`src/sv/roc_pkg.sv`:
```
package roc_pkg;

  localparam int COORD_W = 16;
  localparam int AREA_W  = 32;
  localparam int CFG_W   = 7;
  localparam int SLOT_W  = 6;
  localparam int TOTAL_W = 38;

  localparam logic [TOTAL_W-1:0] TOTAL_MAX = {TOTAL_W{1'b1}};

  localparam logic OP_WRITE = 1'b0;
  localparam logic OP_TEST  = 1'b1;

  typedef struct packed {
    logic                      op;
    logic [SLOT_W-1:0]         slot;
    logic signed [COORD_W-1:0] x_left;
    logic signed [COORD_W-1:0] y_top;
    logic signed [COORD_W-1:0] x_right;
    logic signed [COORD_W-1:0] y_bottom;
  } roc_in_t;

  typedef struct packed {
    logic               culled;
    logic [TOTAL_W-1:0] overlap_total;
  } roc_out_t;

  typedef struct packed {
    logic signed [COORD_W-1:0] x_left;
    logic signed [COORD_W-1:0] y_top;
    logic signed [COORD_W-1:0] x_right;
    logic signed [COORD_W-1:0] y_bottom;
  } roc_rect_t;

  typedef struct packed {
    logic              valid;
    logic              is_box;
    logic [AREA_W-1:0] area;
  } roc_area_res_t;

  typedef enum logic [1:0] {
    ST_IDLE,
    ST_BOX,
    ST_SCAN,
    ST_RESULT
  } roc_state_t;

endpackage

```
`src/sv/roc_area_unit.sv`:
```
module roc_area_unit (
  input  logic                  clk,
  input  logic                  rst_n,
  input  logic                  in_valid,
  input  logic                  in_is_box,
  input  roc_pkg::roc_rect_t    box,
  input  roc_pkg::roc_rect_t    entry,
  output roc_pkg::roc_area_res_t res,
  output logic                  busy
);

  logic signed [roc_pkg::COORD_W-1:0] il, it, ir, ib;
  logic signed [roc_pkg::COORD_W:0]   w, h;
  logic                               live;

  logic                          s1_valid_r;
  logic                          s1_box_r;
  logic                          s1_live_r;
  logic [roc_pkg::COORD_W-1:0]   s1_w_r;
  logic [roc_pkg::COORD_W-1:0]   s1_h_r;
  roc_pkg::roc_area_res_t        res_r;
  roc_pkg::roc_area_res_t        res_nxt;

  // intersection edges, then width and height with one guard bit
  always_comb begin
    il = (box.x_left   > entry.x_left)   ? box.x_left   : entry.x_left;
    it = (box.y_top    > entry.y_top)    ? box.y_top    : entry.y_top;
    ir = (box.x_right  < entry.x_right)  ? box.x_right  : entry.x_right;
    ib = (box.y_bottom < entry.y_bottom) ? box.y_bottom : entry.y_bottom;
    w  = {ir[roc_pkg::COORD_W-1], ir} - {il[roc_pkg::COORD_W-1], il};
    h  = {ib[roc_pkg::COORD_W-1], ib} - {it[roc_pkg::COORD_W-1], it};
    live = !w[roc_pkg::COORD_W] && (w != '0) && !h[roc_pkg::COORD_W] && (h != '0);
  end

  always_ff @(posedge clk) begin
    s1_box_r  <= in_is_box;
    s1_live_r <= live;
    s1_w_r    <= w[roc_pkg::COORD_W-1:0];
    s1_h_r    <= h[roc_pkg::COORD_W-1:0];
  end

  always_comb begin
    res_nxt.valid  = s1_valid_r;
    res_nxt.is_box = s1_box_r;
    res_nxt.area   = s1_live_r ? (32'(s1_w_r) * 32'(s1_h_r)) : '0;
  end

  always_ff @(posedge clk) begin
    if (!rst_n) begin
      s1_valid_r  <= 1'b0;
      res_r.valid <= 1'b0;
    end else begin
      s1_valid_r  <= in_valid;
      res_r.valid <= res_nxt.valid;
    end
    res_r.is_box <= res_nxt.is_box;
    res_r.area   <= res_nxt.area;
  end

  assign res  = res_r;
  assign busy = s1_valid_r | res_r.valid;

endmodule

```
`config.mk`:
```
export PLATFORM = sky130hd
export DESIGN_NAME = roc_area_unit
export DESIGN_NICKNAME = d
export VERILOG_FILES = /design/src/sv/roc_pkg.sv /design/src/sv/roc_area_unit.sv
export SDC_FILE = /design/constraint.sdc
export NUM_CORES = 1
export LEC_CHECK = 0
export ABC_CLOCK_PERIOD_IN_PS = 6800
export BUFFER_PORTS_ARGS = -buffer_cell sky130_fd_sc_hd__buf_2
export CORE_MARGIN = 2
export CORE_UTILIZATION = 55
export CTS_BUF_LIST = sky130_fd_sc_hd__clkbuf_8
export DETAILED_ROUTE_END_ITERATION = 8
export PLACE_DENSITY = 0.86
export REMOVE_ABC_BUFFERS = 1
export SLEW_MARGIN = 20
export SYNTH_ARGS = -nofsm -noshare
export SYNTH_HDL_FRONTEND = slang
export SYNTH_SLANG_ARGS = --single-unit
```
`constraint.sdc`:
```
create_clock -name clk -period 6.8 [get_ports clk]
set_clock_uncertainty 0.05 [all_clocks]
set_input_delay 1.02 -clock clk [delete_from_list [all_inputs] [get_ports clk]]
set_output_delay 1.02 -clock clk [all_outputs]
set_load 0.05 [all_outputs]
```
==> impl_metrics.ini, run 1 <==
[worst_hold_path]
hp-start = s1_box_r
min_path_type = flip-flop to flip-flop

[global_route]
grt_pass1_vias = 12508
grtUsageMet3_pct = 3.58
track_usage_pct = 25.7
met1_usage_pct = 31.7
grt_busiest_layer = met2
grt-ovfl-total = 0
antenna_found_initial = 0
grt_max_degree = 49
grt_use_met2_pct = 45.3
grt_pass1_wl_mm = 58.1

[synthesis]
synth.area.top_cells = fa_1 27%, ha_1 17%, dfxtp_1 9.6%, inv_1 8.2%, and2_1 5.7%
synth-simple-area-share_pct = 17.2
synth.cell_area_um2 = 14400
synth_mux_area_share_pct = 3.77
synthArstFlopShare_pct = 0
synth_compound_area_share_pct = 12.8
synth_common_cells = 314 x inv_1, 198 x ha_1, 196 x fa_1
ys.flop_type = dfxtp_1
yosysSeqAreaShare_pct = 9.61
yosys.cell_count.top_type = inv_1
synth_top_family_by_area = adder cells
synthXorXnorAreaFrac_pct = 2.31
synth_top_area_cell = fa_1
synthAdderAreaFrac_pct = 44.5
yosysWarnings = 0
ys_ff_latch = 69
synth_edf_count = 0
synth_top_area_share_pct = 27.3
yosysUniqueCellTypes = 68
postSynthAreaPerCell_um2 = 8.59
synthCells = 1674

[floorplan]
die_w_um = 166
die_h_um = 166
die_area_um2 = 27500
row_count = 59
ios = 167
core_area_um2 = 25800
start_util_pct = 55.7

[clock_network]
numCtsBuffers = 9
insertion_delay_ns = 0.39
ctsResizeCount = 0
path_clk_slew_ns = 0.09
cts_tree = built
cts_setup_buffers = 0
cts_sinks = 69
ctsHoldBuffers = 0
h-tree-depth = 3
cts.path.max_buffers = 2
clockRootBuffer = clkbuf_8

[place]
dp_hpwl_mm = 29.5
place_inst = 2145
pre_cts_ws_ns = 0.407
place.port_buffers = 166
placed_cell_area_um2 = 15600
place_congestion = 0.911

[critical_path]
crit_type = flip-flop to flip-flop
cp-start-kind = flip-flop
crit_path_end_kind = flip-flop
critPathArrivalTime_ns = 6.72
worstReg2RegStart = s1_w_r[5]
cp-startpoint = s1_w_r[5]
required_ns = 7.00
regToRegSetupSlack_ns = 0.28
worst-path-max-fanout = 16

[finish]
antenna_cells = 0
syn_to_final_growth_pct = 10.2
finalInstanceArea_um2 = 15900
fillCellCount = 2151
final_nets = 2347
fin_cells = 2160
drive_gt1_share_pct = 13.3

[routing]
wl_mm = 35.4
wire_per_inst_um = 16.4
dr.pass1.iters = 6
dr_total_vias = 12335
dr.first_iter.drc_count = 821
route.detailed.drc = 0
drtAntennaViolNets = 0
viasPerCell = 5.71

[timing]
min_period_over_period_pct = 95.9
layout_setup_ws_ns = 0.282
timing.hold.ws_ns = 0.288
worst_slew_pin_slew_ns = 0.893
setup_viol = 0
finalHoldViolCount = 0
slew-limit-headroom_pct = 39.8
fmax_ghz = 0.153
finalCriticalPeriod_ns = 6.52
final_max_slew_viol_count = 0
rsz0062_at_grt = no

[run_status]
status = complete, no violations

[run]
cap_violations = 0
worst max-delay path, stage by stage (launching register included):
cell	delay [ns]
dfxtp_1	0.79
nand2_1	0.18
fa_1	0.51
inv_1	0.05
fa_1	0.50
inv_1	0.06
fa_1	0.55
inv_1	0.07
fa_1	0.40
fa_1	0.51
inv_1	0.05
fa_1	0.48
inv_1	0.04
ha_1	0.34
a21oi_1	0.25
o211ai_1	0.13
a21oi_1	0.15
o21ai_0	0.34
and4b_1	0.34
o21ai_0	0.28
nor3b_1	0.25
nor3_1	0.08
cells by family (layout without fill, tap and decap cells):
kind of cell             after synthesis  after routing
AND/OR/NAND/NOR                      487            487
adder cells (fa/ha/maj)              394            394
buffers and inverters                373            524
AO/OA/AOI/OAI                        261            261
flip-flops                            69             69
multiplexers                          52             52
XOR/XNOR                              38             38
per-stage QoR:
stage	util, %	TNS (ns)
global placement	60.5	0
global route	61.4	0
CTS	61.4	0
floorplan	-	-0.518
finish	61.4	0
detailed placement	60.5	0
sequential cells by signal, summed over array words and instances, names as in the netlist:
signal / count
s1_valid_r: 1
s1_w_r: 16
s1_h_r: 16
s1_box_r: 1
s1_live_r: 1
res: 34
worst paths after layout:
path,endpoint,cells after the start
max,res[27],21
min,res[32],0
max reg2reg,res[27],21
min reg2reg,res[32],0
metal layers:
metal | share of wire, % | up-vias
met2 | 49 | 549
met5 | 0 | -
met4 | 3.5 | 0
li1 | - | 5753
met3 | 7.1 | 110
met1 | 40 | 5923
area by class of cell:
type | count | area (µm²) | share of cell area (%)
clock buffers | 10 | 138 | 0.868
clock inverters | 5 | 83.8 | 0.529
inverters | 314 | 1180 | 7.43
multi-input cells | 1232 | 11600 | 73.2
flip-flops and latches | 69 | 1380 | 8.71
well taps | 335 | 419 | 2.64
repair buffers | 195 | 1050 | 6.61
placed cells by master (no fill, tap or decap), types with 5 or more instances in the layout:
master,count
ha_1,198
mux2_2,17
o211ai_1,39
nor2_1,46
nand2_1,164
o31ai_1,6
o21ai_0,32
xnor2_1,26
a211oi_1,9
o21a_1,15
inv_1,314
or3_1,8
nand4_1,10
nor3_1,28
nand2b_1,11
buf_4,29
nand3_1,32
xor2_1,12
nor2b_1,23
buf_2,166
dfxtp_1,69
o21bai_1,5
clkbuf_8,10
a221oi_1,18
a21o_1,42
fa_1,196
mux2i_1,35
and3_1,11
a21oi_1,50
and2_1,132
Power of run 1 is not shown: default switching activity piles up to over one toggle a cycle in this logic, so the estimate is an artifact.
==> run 2, diff against run 1 <==
- ABC_AREA: not set -> 1
- PLACE_DENSITY: 0.86 -> 0.85
==> impl_metrics.ini, run 2 <==
[place]
pre_cts_ws_ns = 0.831
place.port_buffers = 166
placed_cell_area_um2 = 16300
dp_hpwl_mm = 33.6
place_inst = 2736
place_congestion = 0.918

[finish]
syn_to_final_growth_pct = 7.66
seq_area_um2 = 1380
fin_cells = 2752
finalInstanceArea_um2 = 16500
layout_common_cells = 674 x nand2_1, 578 x inv_1, 198 x ha_1
multiInputGateArea_um2 = 11400
final_nets = 2895
final_common_cell = nand2_1
largest_register_ffs = 34
antenna_cells = 0
drive_gt1_share_pct = 9.35
fillCellCount = 2625

[synthesis]
postSynthAreaPerCell_um2 = 6.76
synthArstFlopShare_pct = 0
synth.cell_area_um2 = 15300
synth_top_area_cell = fa_1
yosysSeqAreaShare_pct = 9.01
synth_top_area_share_pct = 25.6
yosysUniqueCellTypes = 38
ys_ff_latch = 69
ys.flop_type = dfxtp_1
synth.area.top_cells = fa_1 26%, nand2_1 16%, ha_1 16%, inv_1 14%, dfxtp_1 9.0%
yosysWarnings = 0
synth_edf_count = 0
yosys.cell_count.top_type = nand2_1
synthCells = 2267
synth_common_cells = 674 x nand2_1, 578 x inv_1, 198 x ha_1

[clock_network]
insertion_delay_ns = 0.39
cts_tree = built
cts_setup_buffers = 0
h-tree-depth = 3
path_clk_slew_ns = 0.08
cts_sinks = 69
ctsResizeCount = 0
clockRootBuffer = clkbuf_8
numCtsBuffers = 9
ctsHoldBuffers = 0
cts.path.max_buffers = 2

[global_route]
grt_pass1_vias = 14038
grt-ovfl-total = 0
antenna_found_initial = 0
grt_pass1_wl_mm = 64.6
grt_max_degree = 33
track_usage_pct = 27.5

[timing]
rsz0062_at_grt = no
fin_tns_setup_ns = 0
finalHoldViolCount = 0
slew-limit-headroom_pct = 51.0
final_max_slew_viol_count = 0
worst_slew_pin_slew_ns = 0.734
layout_setup_ws_ns = 0.732
fmax_ghz = 0.165
min_period_over_period_pct = 89.2
setup_viol = 0
finalCriticalPeriod_ns = 6.07

[critical_path]
crit_chain = nand2_1, fa_1, fa_1, inv_1, fa_1, fa_1, fa_1, inv_1, fa_1, inv_1, ha_1, nand2_1, o21ai_0, a21oi_1, nor2_1, nor2_1, o21ai_0, nor2_1, nor2_1
cp_slowest_cell = dfxtp_1
worst-path-max-fanout = 16
cpLargestDelayFamily = adder cells
cp-start-kind = flip-flop
crit_type = flip-flop to flip-flop
required_ns = 7.05
critPathArrivalTime_ns = 6.32
worst-path-buf-inv = 3
crit_path_end_kind = flip-flop
critical_path.max_stage_delay_ns = 0.78
path_common_cell = fa_1

[routing]
route.detailed.drc = 0
wire_per_inst_um = 14.0
dr.first_iter.drc_count = 970
viasPerCell = 5.12
drtAntennaViolNets = 0
dr_total_vias = 14084
dr.pass1.iters = 7
wl_mm = 38.6

[floorplan]
ios = 167
start_util_pct = 55.5
die_area_um2 = 29200
core_area_um2 = 27600
die_h_um = 171
die_w_um = 171
row_count = 61

[run]
cap_violations = 0

[worst_hold_path]
min_path_type = flip-flop to flip-flop

[run_status]
status = complete, no violations
## run 2: changes by cell type after synthesis, sizes merged, moves of 22 or more
cell    change
a21o       -40
a21oi      +52
and2      -130
inv       +267
mux2i      -35
nand2     +526
nand3      +66
nand4      +37
nor2       +51
nor2b      -24
o211ai     -37
o21ai      +22
## run 2: cell type report
| type | instances | area share, % |
|---|---|---|
| multi-input cells | 1537 | 69.2 |
| inverters | 581 | 13.2 |
| flip-flops and latches | 69 | 8.37 |
| repair buffers | 171 | 5.26 |
| well taps | 378 | 2.86 |
| clock buffers | 11 | 0.917 |
| clock inverters | 5 | 0.205 |
## run 2: cells by family (layout without fill, tap and decap cells)
| family | count (synthesis) | after routing | synth area share, % |
|---|---|---|---|
| fa+ha+maj | 394 | 394 | 41.7 |
| simple gates | 959 | 959 | 26.1 |
| flops | 69 | 69 | 9.01 |
| buf+inv | 661 | 768 | 16.5 |
| xor+xnor | 10 | 10 | 0.571 |
| compound gates | 174 | 174 | 6.09 |
## run 2: path summary, 6_finish.rpt
path	startpoint	endpoint	slack, ns	cells past startpoint
max	s1_w_r[10]	res[30]	0.73	19
min	s1_box_r	res[32]	0.28	0
max reg2reg	s1_w_r[10]	res[30]	0.73	19
min reg2reg	s1_box_r	res[32]	0.28	0
## run 2: routing by layer
metal | global-route usage, % | wire length, µm | up-vias
met4 | 9.40 | 1130 | 0
met3 | 4.05 | 2430 | 80
met1 | 33.9 | 16300 | 6510
li1 | - | - | 6979
met2 | 49.2 | 18800 | 515
met5 | 0 | 0 | -
## run 2: metrics by stage
| stage | hold slack [ns] | util, % |
|---|---|---|
| 2_1_floorplan | 0.260 | - |
| 3_3_place_gp | 0.263 | 59.1 |
| 3_5_place_dp | 0.266 | 59.1 |
| 4_1_cts | 0.286 | 59.8 |
| 5_1_grt | 0.287 | 59.8 |
| 6_report | 0.284 | 59.8 |
Power of run 2 is left out for the same reason.
